==> src/hw/rtl/sha256h_pkg.sv <==
`timescale 1ns / 1ps
// Shared types, constants and round functions of the SHA-256 byte stream hasher.
package sha256h_pkg;

  typedef enum logic [3:0] {
    ST_IDLE,
    ST_PAD,
    ST_ZERO,
    ST_LEN_HI,
    ST_LEN_LO,
    ST_LOAD,
    ST_ROUND,
    ST_UPDATE,
    ST_OUT_HI,
    ST_OUT_LO,
    ST_OUT_LATCH
  } state_t;

  // Where the sequencer resumes once a compression has been folded in.
  typedef enum logic [1:0] {
    AFTER_IDLE,
    AFTER_PAD,
    AFTER_ZERO,
    AFTER_OUT
  } cont_t;

  localparam logic [7:0] PAD_BYTE       = 8'h80;
  localparam logic [1:0] LANE_LAST      = 2'd3;
  localparam logic [5:0] FILL_LAST      = 6'd63;
  localparam logic [3:0] LAST_ZERO_WORD = 4'd13;
  localparam logic [3:0] LEN_HI_WORD    = 4'd14;
  localparam logic [3:0] LEN_LO_WORD    = 4'd15;
  localparam logic [5:0] LOAD_LAST      = 6'd16;
  localparam logic [5:0] CV_LOAD_LAST   = 6'd8;
  localparam logic [5:0] ROUND_LAST     = 6'd63;
  localparam logic [5:0] UPDATE_LAST    = 6'd8;
  localparam logic [1:0] DIGEST_LAST    = 2'd3;
  localparam logic [63:0] BYTE_BITS     = 64'd8;

  function automatic logic [31:0] big_sigma0(input logic [31:0] x);
    return {x[1:0], x[31:2]} ^ {x[12:0], x[31:13]} ^ {x[21:0], x[31:22]};
  endfunction

  function automatic logic [31:0] big_sigma1(input logic [31:0] x);
    return {x[5:0], x[31:6]} ^ {x[10:0], x[31:11]} ^ {x[24:0], x[31:25]};
  endfunction

  function automatic logic [31:0] small_sigma0(input logic [31:0] x);
    return {x[6:0], x[31:7]} ^ {x[17:0], x[31:18]} ^ {3'b000, x[31:3]};
  endfunction

  function automatic logic [31:0] small_sigma1(input logic [31:0] x);
    return {x[16:0], x[31:17]} ^ {x[18:0], x[31:19]} ^ {10'd0, x[31:10]};
  endfunction

  function automatic logic [31:0] choose(input logic [31:0] e, input logic [31:0] f,
                                         input logic [31:0] g);
    return (e & f) ^ (~e & g);
  endfunction

  function automatic logic [31:0] majority(input logic [31:0] a, input logic [31:0] b,
                                           input logic [31:0] c);
    return (a & b) ^ (a & c) ^ (b & c);
  endfunction

  // Drop a byte into its big-endian lane of the word being assembled.
  function automatic logic [31:0] set_lane(input logic [31:0] acc, input logic [1:0] lane,
                                           input logic [7:0] b);
    logic [31:0] r;
    case (lane)
      2'd0:    r = {b, acc[23:0]};
      2'd1:    r = {acc[31:24], b, acc[15:0]};
      2'd2:    r = {acc[31:16], b, acc[7:0]};
      default: r = {acc[31:8], b};
    endcase
    return r;
  endfunction

  // Keep the message bytes ahead of the lane, put the pad byte in it, zero the rest.
  function automatic logic [31:0] pad_word(input logic [31:0] acc, input logic [1:0] lane);
    logic [31:0] r;
    case (lane)
      2'd0:    r = {PAD_BYTE, 24'd0};
      2'd1:    r = {acc[31:24], PAD_BYTE, 16'd0};
      2'd2:    r = {acc[31:16], PAD_BYTE, 8'd0};
      default: r = {acc[31:8], PAD_BYTE};
    endcase
    return r;
  endfunction

  function automatic logic [31:0] initial_hash(input logic [2:0] idx);
    logic [31:0] r;
    case (idx)
      3'd0:    r = 32'h6a09e667;
      3'd1:    r = 32'hbb67ae85;
      3'd2:    r = 32'h3c6ef372;
      3'd3:    r = 32'ha54ff53a;
      3'd4:    r = 32'h510e527f;
      3'd5:    r = 32'h9b05688c;
      3'd6:    r = 32'h1f83d9ab;
      default: r = 32'h5be0cd19;
    endcase
    return r;
  endfunction

  function automatic logic [31:0] round_k(input logic [5:0] idx);
    logic [31:0] r;
    case (idx)
      6'd0:  r = 32'h428a2f98;  6'd1:  r = 32'h71374491;
      6'd2:  r = 32'hb5c0fbcf;  6'd3:  r = 32'he9b5dba5;
      6'd4:  r = 32'h3956c25b;  6'd5:  r = 32'h59f111f1;
      6'd6:  r = 32'h923f82a4;  6'd7:  r = 32'hab1c5ed5;
      6'd8:  r = 32'hd807aa98;  6'd9:  r = 32'h12835b01;
      6'd10: r = 32'h243185be;  6'd11: r = 32'h550c7dc3;
      6'd12: r = 32'h72be5d74;  6'd13: r = 32'h80deb1fe;
      6'd14: r = 32'h9bdc06a7;  6'd15: r = 32'hc19bf174;
      6'd16: r = 32'he49b69c1;  6'd17: r = 32'hefbe4786;
      6'd18: r = 32'h0fc19dc6;  6'd19: r = 32'h240ca1cc;
      6'd20: r = 32'h2de92c6f;  6'd21: r = 32'h4a7484aa;
      6'd22: r = 32'h5cb0a9dc;  6'd23: r = 32'h76f988da;
      6'd24: r = 32'h983e5152;  6'd25: r = 32'ha831c66d;
      6'd26: r = 32'hb00327c8;  6'd27: r = 32'hbf597fc7;
      6'd28: r = 32'hc6e00bf3;  6'd29: r = 32'hd5a79147;
      6'd30: r = 32'h06ca6351;  6'd31: r = 32'h14292967;
      6'd32: r = 32'h27b70a85;  6'd33: r = 32'h2e1b2138;
      6'd34: r = 32'h4d2c6dfc;  6'd35: r = 32'h53380d13;
      6'd36: r = 32'h650a7354;  6'd37: r = 32'h766a0abb;
      6'd38: r = 32'h81c2c92e;  6'd39: r = 32'h92722c85;
      6'd40: r = 32'ha2bfe8a1;  6'd41: r = 32'ha81a664b;
      6'd42: r = 32'hc24b8b70;  6'd43: r = 32'hc76c51a3;
      6'd44: r = 32'hd192e819;  6'd45: r = 32'hd6990624;
      6'd46: r = 32'hf40e3585;  6'd47: r = 32'h106aa070;
      6'd48: r = 32'h19a4c116;  6'd49: r = 32'h1e376c08;
      6'd50: r = 32'h2748774c;  6'd51: r = 32'h34b0bcb5;
      6'd52: r = 32'h391c0cb3;  6'd53: r = 32'h4ed8aa4a;
      6'd54: r = 32'h5b9cca4f;  6'd55: r = 32'h682e6ff3;
      6'd56: r = 32'h748f82ee;  6'd57: r = 32'h78a5636f;
      6'd58: r = 32'h84c87814;  6'd59: r = 32'h8cc70208;
      6'd60: r = 32'h90befffa;  6'd61: r = 32'ha4506ceb;
      6'd62: r = 32'hbef9a3f7;  default: r = 32'hc67178f2;
    endcase
    return r;
  endfunction

endpackage

==> src/hw/rtl/sha256h_if.sv <==
`timescale 1ns / 1ps
// Valid/ready channel interfaces for message bytes in and digest words out.
interface sha256h_in_if;
  logic       valid;
  logic       ready;
  logic [7:0] data_byte;
  logic       byte_present;
  logic       end_of_message;

  modport source(output valid, output data_byte, output byte_present, output end_of_message,
                 input ready);
  modport sink(input valid, input data_byte, input byte_present, input end_of_message,
               output ready);
endinterface

interface sha256h_out_if;
  logic        valid;
  logic        ready;
  logic [63:0] digest_word;
  logic [1:0]  word_number;
  logic        last_word;

  modport source(output valid, output digest_word, output word_number, output last_word,
                 input ready);
  modport sink(input valid, input digest_word, input word_number, input last_word,
               output ready);
endinterface

==> src/hw/rtl/sha256h_ram.sv <==
`timescale 1ns / 1ps
// Generic single-write, single-read RAM with registered read data.
module sha256h_ram #(
  parameter int WIDTH = 32,
  parameter int DEPTH = 16
) (
  input  logic                     clk,
  input  logic                     we,
  input  logic [$clog2(DEPTH)-1:0] waddr,
  input  logic [WIDTH-1:0]         wdata,
  input  logic [$clog2(DEPTH)-1:0] raddr,
  output logic [WIDTH-1:0]         rdata
);

  logic [WIDTH-1:0] mem [DEPTH];

  always_ff @(posedge clk) begin
    if (we) begin
      mem[waddr] <= wdata;
    end
    rdata <= mem[raddr];
  end

endmodule

==> src/hw/rtl/sha256_byte_stream_hasher.sv <==
`timescale 1ns / 1ps
// Top level of the SHA-256 byte stream hasher: sequencer, round datapath and two RAMs.
//
//   channel | direction | transaction                                  | accepted when
//   in_ch   | sink      | data_byte, byte_present, end_of_message      | valid && ready
//   out_ch  | source    | digest_word, word_number, last_word          | valid && ready
//
// Sequence: a transaction that only adds a byte leaves in_ch ready, unless it is the 64th
// byte of a block, which starts a compression (loading the block and chaining RAMs, 64 rounds
// on one shared round unit, folding back into the chaining RAM). Finishing a message runs a
// pad step, zero fill, the two length words, one or two compressions, then chaining RAM
// reads for each digest word.
// Reset: synchronous; the chaining RAM reads as the initial hash through per-entry valid
// bits, so no clearing pass is needed. A stalled digest word holds in the output register
// and only the following word waits; in_ch takes a new message once word 3 is latched.
module sha256_byte_stream_hasher (
  input logic               clk,
  input logic               rst_n,
  sha256h_in_if.sink        in_ch,
  sha256h_out_if.source     out_ch
);

  sha256h_pkg::state_t state_r, state_nxt;
  sha256h_pkg::cont_t  after_r, after_nxt;

  logic [5:0]  cnt_r, cnt_nxt;       // load / round / fold-back step
  logic [3:0]  wi_r, wi_nxt;         // block word index during padding
  logic [1:0]  dw_r, dw_nxt;         // digest word index
  logic [5:0]  fill_r, fill_nxt;     // bytes held in the current block
  logic [63:0] len_r, len_nxt;       // message length in bits
  logic [31:0] acc_r, acc_nxt;       // partial word being assembled
  logic [7:0]  cv_valid_r, cv_valid_nxt;
  logic [31:0] hi_r, hi_nxt;

  logic [31:0] v_r [8];
  logic [31:0] v_nxt [8];
  logic [31:0] w_r [16];
  logic [31:0] w_nxt [16];

  logic        out_valid_r, out_valid_nxt;
  logic [63:0] out_word_r, out_word_nxt;
  logic [1:0]  out_num_r, out_num_nxt;
  logic        out_last_r, out_last_nxt;

  // RAM ports
  logic        blk_we;
  logic [3:0]  blk_waddr, blk_raddr;
  logic [31:0] blk_wdata, blk_rdata;
  logic        cv_we;
  logic [2:0]  cv_waddr, cv_raddr, cv_raddr_q_r;
  logic [31:0] cv_wdata, cv_rdata, cv_rd_eff;
  logic        cv_hit_r;

  // Round datapath
  logic [31:0] t1, t2, w_new, byte_word;
  logic [3:0]  pad_idx;

  sha256h_ram #(.WIDTH(32), .DEPTH(16)) u_blk_ram (
    .clk  (clk),
    .we   (blk_we),
    .waddr(blk_waddr),
    .wdata(blk_wdata),
    .raddr(blk_raddr),
    .rdata(blk_rdata)
  );

  sha256h_ram #(.WIDTH(32), .DEPTH(8)) u_cv_ram (
    .clk  (clk),
    .we   (cv_we),
    .waddr(cv_waddr),
    .wdata(cv_wdata),
    .raddr(cv_raddr),
    .rdata(cv_rdata)
  );

  // An entry never written since reset or since the last digest reads as the initial hash.
  assign cv_rd_eff = cv_hit_r ? cv_rdata : sha256h_pkg::initial_hash(cv_raddr_q_r);

  assign t1 = v_r[7] + sha256h_pkg::big_sigma1(v_r[4])
            + sha256h_pkg::choose(v_r[4], v_r[5], v_r[6])
            + sha256h_pkg::round_k(cnt_r) + w_r[0];
  assign t2 = sha256h_pkg::big_sigma0(v_r[0]) + sha256h_pkg::majority(v_r[0], v_r[1], v_r[2]);
  // Schedule word t+16 from the 16-word window.
  assign w_new = sha256h_pkg::small_sigma1(w_r[14]) + w_r[9]
               + sha256h_pkg::small_sigma0(w_r[1]) + w_r[0];

  assign byte_word = sha256h_pkg::set_lane(acc_r, fill_r[1:0], in_ch.data_byte);
  assign pad_idx   = fill_r[5:2];

  assign in_ch.ready        = (state_r == sha256h_pkg::ST_IDLE);
  assign out_ch.valid       = out_valid_r;
  assign out_ch.digest_word = out_word_r;
  assign out_ch.word_number = out_num_r;
  assign out_ch.last_word   = out_last_r;

  always_comb begin
    state_nxt     = state_r;
    after_nxt     = after_r;
    cnt_nxt       = cnt_r;
    wi_nxt        = wi_r;
    dw_nxt        = dw_r;
    fill_nxt      = fill_r;
    len_nxt       = len_r;
    acc_nxt       = acc_r;
    cv_valid_nxt  = cv_valid_r;
    hi_nxt        = hi_r;
    out_valid_nxt = out_valid_r;
    out_word_nxt  = out_word_r;
    out_num_nxt   = out_num_r;
    out_last_nxt  = out_last_r;
    for (int i = 0; i < 8; i++) begin
      v_nxt[i] = v_r[i];
    end
    for (int i = 0; i < 16; i++) begin
      w_nxt[i] = w_r[i];
    end

    blk_we    = 1'b0;
    blk_waddr = wi_r;
    blk_wdata = 32'd0;
    blk_raddr = cnt_r[3:0];
    cv_we     = 1'b0;
    cv_waddr  = cnt_r[2:0] - 3'd1;
    cv_wdata  = cv_rd_eff + v_r[0];
    cv_raddr  = cnt_r[2:0];

    // Drop the output word once the sink takes it.
    if (out_valid_r && out_ch.ready) begin
      out_valid_nxt = 1'b0;
    end

    case (state_r)
      sha256h_pkg::ST_IDLE: begin
        if (in_ch.valid) begin
          if (in_ch.byte_present) begin
            acc_nxt  = byte_word;
            len_nxt  = len_r + sha256h_pkg::BYTE_BITS;
            fill_nxt = fill_r + 6'd1;
            if (fill_r[1:0] == sha256h_pkg::LANE_LAST) begin
              blk_we    = 1'b1;
              blk_waddr = fill_r[5:2];
              blk_wdata = byte_word;
            end
          end
          if (in_ch.byte_present && fill_r == sha256h_pkg::FILL_LAST) begin
            state_nxt = sha256h_pkg::ST_LOAD;
            cnt_nxt   = 6'd0;
            after_nxt = in_ch.end_of_message ? sha256h_pkg::AFTER_PAD
                                             : sha256h_pkg::AFTER_IDLE;
          end else if (in_ch.end_of_message) begin
            state_nxt = sha256h_pkg::ST_PAD;
          end
        end
      end

      sha256h_pkg::ST_PAD: begin
        blk_we    = 1'b1;
        blk_waddr = pad_idx;
        blk_wdata = sha256h_pkg::pad_word(acc_r, fill_r[1:0]);
        wi_nxt    = pad_idx + 4'd1;
        if (pad_idx == sha256h_pkg::LAST_ZERO_WORD) begin
          state_nxt = sha256h_pkg::ST_LEN_HI;
        end else if (pad_idx == sha256h_pkg::LEN_LO_WORD) begin
          // Pad byte closes the block: compress it, then zero-fill a fresh one.
          state_nxt = sha256h_pkg::ST_LOAD;
          cnt_nxt   = 6'd0;
          after_nxt = sha256h_pkg::AFTER_ZERO;
        end else begin
          state_nxt = sha256h_pkg::ST_ZERO;
        end
      end

      sha256h_pkg::ST_ZERO: begin
        blk_we    = 1'b1;
        blk_waddr = wi_r;
        blk_wdata = 32'd0;
        if (wi_r == sha256h_pkg::LEN_LO_WORD) begin
          // No room for the length: compress this block and start another.
          state_nxt = sha256h_pkg::ST_LOAD;
          cnt_nxt   = 6'd0;
          after_nxt = sha256h_pkg::AFTER_ZERO;
          wi_nxt    = 4'd0;
        end else if (wi_r == sha256h_pkg::LAST_ZERO_WORD) begin
          state_nxt = sha256h_pkg::ST_LEN_HI;
        end else begin
          wi_nxt = wi_r + 4'd1;
        end
      end

      sha256h_pkg::ST_LEN_HI: begin
        blk_we    = 1'b1;
        blk_waddr = sha256h_pkg::LEN_HI_WORD;
        blk_wdata = len_r[63:32];
        state_nxt = sha256h_pkg::ST_LEN_LO;
      end

      sha256h_pkg::ST_LEN_LO: begin
        blk_we    = 1'b1;
        blk_waddr = sha256h_pkg::LEN_LO_WORD;
        blk_wdata = len_r[31:0];
        state_nxt = sha256h_pkg::ST_LOAD;
        cnt_nxt   = 6'd0;
        after_nxt = sha256h_pkg::AFTER_OUT;
      end

      sha256h_pkg::ST_LOAD: begin
        // Read data arrives the cycle after its address: shift it into the windows.
        if (cnt_r != 6'd0) begin
          for (int i = 0; i < 15; i++) begin
            w_nxt[i] = w_r[i + 1];
          end
          w_nxt[15] = blk_rdata;
          if (cnt_r <= sha256h_pkg::CV_LOAD_LAST) begin
            for (int i = 0; i < 7; i++) begin
              v_nxt[i] = v_r[i + 1];
            end
            v_nxt[7] = cv_rd_eff;
          end
        end
        if (cnt_r == sha256h_pkg::LOAD_LAST) begin
          state_nxt = sha256h_pkg::ST_ROUND;
          cnt_nxt   = 6'd0;
        end else begin
          cnt_nxt = cnt_r + 6'd1;
        end
      end

      sha256h_pkg::ST_ROUND: begin
        v_nxt[0] = t1 + t2;
        v_nxt[1] = v_r[0];
        v_nxt[2] = v_r[1];
        v_nxt[3] = v_r[2];
        v_nxt[4] = v_r[3] + t1;
        v_nxt[5] = v_r[4];
        v_nxt[6] = v_r[5];
        v_nxt[7] = v_r[6];
        for (int i = 0; i < 15; i++) begin
          w_nxt[i] = w_r[i + 1];
        end
        w_nxt[15] = w_new;
        if (cnt_r == sha256h_pkg::ROUND_LAST) begin
          state_nxt = sha256h_pkg::ST_UPDATE;
          cnt_nxt   = 6'd0;
        end else begin
          cnt_nxt = cnt_r + 6'd1;
        end
      end

      sha256h_pkg::ST_UPDATE: begin
        // Read entry n while writing entry n-1 back; rotate the working variables.
        if (cnt_r != 6'd0) begin
          cv_we                  = 1'b1;
          cv_valid_nxt[cv_waddr] = 1'b1;
          for (int i = 0; i < 7; i++) begin
            v_nxt[i] = v_r[i + 1];
          end
          v_nxt[7] = v_r[0];
        end
        if (cnt_r == sha256h_pkg::UPDATE_LAST) begin
          cnt_nxt = 6'd0;
          case (after_r)
            sha256h_pkg::AFTER_PAD:  state_nxt = sha256h_pkg::ST_PAD;
            sha256h_pkg::AFTER_ZERO: state_nxt = sha256h_pkg::ST_ZERO;
            sha256h_pkg::AFTER_OUT: begin
              state_nxt = sha256h_pkg::ST_OUT_HI;
              dw_nxt    = 2'd0;
            end
            default: state_nxt = sha256h_pkg::ST_IDLE;
          endcase
        end else begin
          cnt_nxt = cnt_r + 6'd1;
        end
      end

      sha256h_pkg::ST_OUT_HI: begin
        cv_raddr  = {dw_r, 1'b0};
        state_nxt = sha256h_pkg::ST_OUT_LO;
      end

      sha256h_pkg::ST_OUT_LO: begin
        cv_raddr  = {dw_r, 1'b1};
        hi_nxt    = cv_rd_eff;
        state_nxt = sha256h_pkg::ST_OUT_LATCH;
      end

      sha256h_pkg::ST_OUT_LATCH: begin
        cv_raddr = {dw_r, 1'b1};
        // Hold until the output register is free or being emptied this cycle.
        if (!out_valid_r || out_ch.ready) begin
          out_valid_nxt = 1'b1;
          out_word_nxt  = {hi_r, cv_rd_eff};
          out_num_nxt   = dw_r;
          out_last_nxt  = (dw_r == sha256h_pkg::DIGEST_LAST);
          if (dw_r == sha256h_pkg::DIGEST_LAST) begin
            // Message done: back to the initial hash for the next one.
            cv_valid_nxt = 8'd0;
            fill_nxt     = 6'd0;
            len_nxt      = 64'd0;
            state_nxt    = sha256h_pkg::ST_IDLE;
          end else begin
            dw_nxt    = dw_r + 2'd1;
            state_nxt = sha256h_pkg::ST_OUT_HI;
          end
        end
      end

      default: state_nxt = sha256h_pkg::ST_IDLE;
    endcase
  end

  // Control state
  always_ff @(posedge clk) begin
    if (!rst_n) begin
      state_r     <= sha256h_pkg::ST_IDLE;
      after_r     <= sha256h_pkg::AFTER_IDLE;
      cnt_r       <= 6'd0;
      wi_r        <= 4'd0;
      dw_r        <= 2'd0;
      fill_r      <= 6'd0;
      len_r       <= 64'd0;
      cv_valid_r  <= 8'd0;
      cv_hit_r    <= 1'b0;
      out_valid_r <= 1'b0;
    end else begin
      state_r     <= state_nxt;
      after_r     <= after_nxt;
      cnt_r       <= cnt_nxt;
      wi_r        <= wi_nxt;
      dw_r        <= dw_nxt;
      fill_r      <= fill_nxt;
      len_r       <= len_nxt;
      cv_valid_r  <= cv_valid_nxt;
      cv_hit_r    <= cv_valid_r[cv_raddr];
      out_valid_r <= out_valid_nxt;
    end
  end

  // Payload
  always_ff @(posedge clk) begin
    acc_r        <= acc_nxt;
    hi_r         <= hi_nxt;
    cv_raddr_q_r <= cv_raddr;
    out_word_r   <= out_word_nxt;
    out_num_r    <= out_num_nxt;
    out_last_r   <= out_last_nxt;
    for (int i = 0; i < 8; i++) begin
      v_r[i] <= v_nxt[i];
    end
    for (int i = 0; i < 16; i++) begin
      w_r[i] <= w_nxt[i];
    end
  end

endmodule

==> src/flat_wrapper.sv <==
// flat-port wrapper written by rule: the top's interface ports become plain ports
module sha256_byte_stream_hasher_flat 
  (clk, rst_n, in_ch_valid, in_ch_data_byte, in_ch_byte_present, in_ch_end_of_message, in_ch_ready, out_ch_valid, out_ch_digest_word, out_ch_word_number, out_ch_last_word, out_ch_ready);
  sha256h_in_if in_ch_i ();
  sha256h_out_if out_ch_i ();
  input logic clk;
  input logic rst_n;
  input wire logic [$bits(in_ch_i.valid)-1:0] in_ch_valid;
  input wire logic [$bits(in_ch_i.data_byte)-1:0] in_ch_data_byte;
  input wire logic [$bits(in_ch_i.byte_present)-1:0] in_ch_byte_present;
  input wire logic [$bits(in_ch_i.end_of_message)-1:0] in_ch_end_of_message;
  output wire logic [$bits(in_ch_i.ready)-1:0] in_ch_ready;
  output wire logic [$bits(out_ch_i.valid)-1:0] out_ch_valid;
  output wire logic [$bits(out_ch_i.digest_word)-1:0] out_ch_digest_word;
  output wire logic [$bits(out_ch_i.word_number)-1:0] out_ch_word_number;
  output wire logic [$bits(out_ch_i.last_word)-1:0] out_ch_last_word;
  input wire logic [$bits(out_ch_i.ready)-1:0] out_ch_ready;
  assign in_ch_i.valid = in_ch_valid;
  assign in_ch_i.data_byte = in_ch_data_byte;
  assign in_ch_i.byte_present = in_ch_byte_present;
  assign in_ch_i.end_of_message = in_ch_end_of_message;
  assign in_ch_ready = in_ch_i.ready;
  assign out_ch_valid = out_ch_i.valid;
  assign out_ch_digest_word = out_ch_i.digest_word;
  assign out_ch_word_number = out_ch_i.word_number;
  assign out_ch_last_word = out_ch_i.last_word;
  assign out_ch_i.ready = out_ch_ready;
  sha256_byte_stream_hasher u_core (.clk(clk), .rst_n(rst_n), .in_ch(in_ch_i), .out_ch(out_ch_i));
endmodule
==> config.mk <==
export PLATFORM = sky130hd
export DESIGN_NAME = sha256_byte_stream_hasher_flat
export DESIGN_NICKNAME = d
export VERILOG_FILES = /design/src/hw/rtl/sha256h_pkg.sv /design/src/hw/rtl/sha256h_if.sv /design/src/hw/rtl/sha256h_ram.sv /design/src/hw/rtl/sha256_byte_stream_hasher.sv /design/src/flat_wrapper.sv
export SDC_FILE = /design/constraint.sdc
export NUM_CORES = 2
export LEC_CHECK = 0
export BUFFER_PORTS_ARGS = -buffer_cell sky130_fd_sc_hd__buf_2
export CAP_MARGIN = 30
export CORE_UTILIZATION = 35
export DETAILED_ROUTE_END_ITERATION = 16
export PLACE_DENSITY_LB_ADDON = 0.25
export SYNTH_ARGS = -nofsm -noshare
export SYNTH_HDL_FRONTEND = slang
export SYNTH_HIERARCHICAL = 1
export SYNTH_SLANG_ARGS = --single-unit
==> constraint.sdc <==
create_clock -name clk -period 51.4 [get_ports clk]
set_input_delay 2.57 -clock clk [delete_from_list [all_inputs] [get_ports clk]]
set_output_delay 2.57 -clock clk [all_outputs]
set_load 0.005 [all_outputs]
==> results.cfg <==
[grt]
grt_pass1_vias = 49800
grt_antenna_before_repair = 3
grt_max_degree = 189
grt_util_all_layers_pct = 19.5
gr-total-overflow = 0
grt_pass1_wl_um = 350000

[yosys]
synth.avg_cell_area_um2 = 13.9
yosys_register_bits = 1853
yosys_most_used_dff = edfxtp_1
synthArstFlopShare_pct = 0
synth_area_leaders = edfxtp_1 (58%), dfxtp_1 (4.6%), fa_1 (4.4%), mux4_2 (4.1%), nand2_1 (3.6%)
synthMostInstantiatedCell = edfxtp_1
syn_area_um2 = 85300
synth_top_area_share_pct = 58.4
synth_cell_type_count = 104
yosys.area.top_type = edfxtp_1
synth_common_cells = edfxtp_1 (1659), nand2_1 (819), inv_1 (355)
syn_nets = 6522
synth_edf_count = 1659
ys_warn_count = 6
postSynthCellCount = 6136
ys_seq_area_share_pct = 62.9

[layout]
syn2layout_area_growth_pct = 12.8
nFillCells = 22500
stdcell_count = 9587
nets = 6616
drive_gt1_share_pct = 12.6

[die]
placeableCoreArea_um2 = 241000
die_w_um = 496
pin_count = 83
rows = 180
start_util_pct = 35.3
fp.dieH_um = 496
die_area_um2 = 246000

[worst_setup_path]
critPathRequiredTime_ps = 52110
r2r_start = u_core/v_r[1][9]$_DFFE_PP_
crit_start = u_core/v_r[1][9]$_DFFE_PP_
crit_cells = 31
rr_worst_depth = 31
cp-end-kind = flip-flop
path_class = reg -> reg
crit_fanout = 6
critPathBufInv = 3
cp_slowest_stage_delay_ps = 640
arrival_ps = 9260
cp_top_family = adder cells
r2r_end = u_core/v_r[0][29]$_DFFE_PP_
crit_top_cell = fa_1
slowest_stage = or4b_2
endpoint = u_core/v_r[0][29]$_DFFE_PP_
rrSetupSlack_ps = 42860
worstSetupStartpointType = flip-flop

[timing]
drv_slew = 0
fin_skew_ps = 92.8
rsz0062_at_grt = no
finalHoldViolations = 0
fin_crit_sh_pct = 16.6
relSlewSlack_pct = 19.5
worstMarginPinSlew_ps = 1210
timing.final.crit_period_ps = 8540
max_freq_ghz = 0.117
final-setup-viol-count = 0
setup_tns_ps = 0

[clock_network]
hold_buffers = 0
root_buffer = clkbuf_16
postCtsSetupRepairBufs = 0
cts_sinks = 1853
insertion_delay_ps = 880
cts_buffers = 194
ctsResizeCount = 0
cts-htree-levels = 4
clockBufferDepth = 3
clkTransAtPathRegs_ps = 70
cts_tree = done

[drt]
dr.pass1.iters = 8
num_vias = 51000
antenna_left = 0
routed_wl_um = 241000
routed_via_density = 5.32
drtIter0Drc = 5014
drc = 0
wire_per_inst_um = 25.1

[place]
gp_congestion = 0.912
place_inst = 9216
port_buffers = 82
dpl.hpwl_um = 162000

[min_path]
worstHoldPathType = reg -> reg

[outcome]
outcome = complete, no violations

[power_and_ir_drop]
power_leakage_nw = 33.9
power.density_nw_per_um2 = 45.0
vdd_drop_max_mv = 0.0332

[run]
cap_violations = 0
==> registers in the layout (all words and copies together) (netlist names), named ones only <==
name	count
u_core/w_r	512
u_core/v_r	256
u_core/out_ch.word_number	2
u_core/after_r	2
u_core/hi_r	32
u_core/fill_r	6
u_core/cnt_r	6
u_core/state_r	4
u_core/dw_r	2
u_core/cv_valid_r	8
u_core/u_blk_ram/mem	512
u_core/u_blk_ram/rdata	32
u_core/u_cv_ram/rdata	32
u_core/out_ch.digest_word	64
u_core/u_cv_ram/mem	256
u_core/wi_r	4
u_core/len_r	61
u_core/out_ch.last_word	1
u_core/out_ch.valid	1
u_core/acc_r	24
u_core/cv_hit_r	1
u_core/cv_raddr_q_r	3
==> metal layers <==
| metal | routed length, um | track usage, % | part of all wire (%) |
|---|---|---|---|
| met1 | 109000 | 27.9 | 45 |
| met2 | 112000 | 30.8 | 46 |
| met3 | 14400 | 3.05 | 6.0 |
| met4 | 6180 | 5.11 | 2.6 |
| met5 | 13 | 0 | 0.0054 |
==> worst min-delay path by stage <==
stage	startpoint	endpoint	slack (ps)	depth (start not counted)
floorplan	u_core/hi_r[0]$_DFFE_PP_	u_core/out_ch.digest_word[32]$_DFFE_PP_	400	0
global placement	u_core/w_r[0][160]$_DFFE_PP_	u_core/w_r[0][128]$_DFFE_PP_	400	0
detailed placement	u_core/hi_r[1]$_DFFE_PP_	u_core/out_ch.digest_word[33]$_DFFE_PP_	400	0
CTS	u_core/w_r[1][232]$_DFFE_PP_	u_core/w_r[1][200]$_DFFE_PP_	360	0
global route	u_core/w_r[1][232]$_DFFE_PP_	u_core/w_r[1][200]$_DFFE_PP_	380	0
finish	u_core/w_r[1][232]$_DFFE_PP_	u_core/w_r[1][200]$_DFFE_PP_	370	0
==> cell families (layout without fill, tap and decap cells) <==
family                   after synthesis  after routing  share of synthesized area [%]
buffers and inverters                668            933                           3.11
multiplexers                         269            269                           6.27
AND/OR/NAND/NOR                     1438           1438                           7.36
other                                  0              1                              0
AO/OA/AOI/OAI                       1060           1060                           8.27
adder cells (fa/ha/maj)              403            403                           7.47
flip-flops                          1853           1853                           62.9
XOR/XNOR                             445            445                           4.58
==> metrics by stage <==
stage / utilization [%] / instance area, um^2 / hold WS, ps / worst slack (ps) / total power, mW
6_report: 39.9 / 96300 / 368 / 42860 / 4.33
5_1_grt: 39.9 / 96300 / 380 / 42460 / 4.54
4_1_cts: 39.8 / 96200 / 361 / 42970 / 4.36
3_5_place_dp: 37.2 / 89700 / 405 / 43020 / 2.93
3_3_place_gp: 37.1 / 89700 / 400 / 42800 / 2.91
2_1_floorplan: - / 85300 / 400 / 27690 / 2.57
==> where the power goes <==
group | internal, mW | leakage (nW) | switching [mW] | total [mW]
logic | 0.436 | 14.1 | 0.724 | 1.16
clock network | 0.815 | 3.14 | 0.603 | 1.42
registers | 1.72 | 16.7 | 0.0330 | 1.76
total | 2.97 | 33.9 | 1.36 | 4.33
==> cell usage in the layout, fill, tap and decap left out, types with 125 or more instances in the layout <==
cell type / n
dfxtp_1: 191
ha_1: 184
nand2_1: 816
clkbuf_16: 199
edfxtp_1: 1659
nor2_1: 242
mux4_2: 154
inv_1: 353
xnor2_1: 319
xor2_1: 125
a21oi_1: 215
o21ai_0: 257
fa_1: 188
==> final cells by class <==
class | count | area, um^2 | area share [%]
flip-flops and latches | 1853 | 53700 | 55.8
multi-input cells | 3615 | 29300 | 30.4
clock buffers | 260 | 5340 | 5.55
well taps | 3185 | 3990 | 4.14
repair buffers | 207 | 1460 | 1.51
inverters | 359 | 1350 | 1.40
clock inverters | 107 | 1150 | 1.20
diodes | 1 | 2.50 | 0.00260
==> worst reg2reg max path, delay by kind of cell, from the launching register on <==
kind | cells | cell delay (ps)
AOI/OAI and AO/OA | 11 | 2350
buffers and inverters | 3 | 280
DFF | 1 | 570
adders and majority gates | 6 | 2670
and+or+nand+nor | 8 | 1620
xor gates and xnor gates | 3 | 890
(Power assumes the default switching activity.)
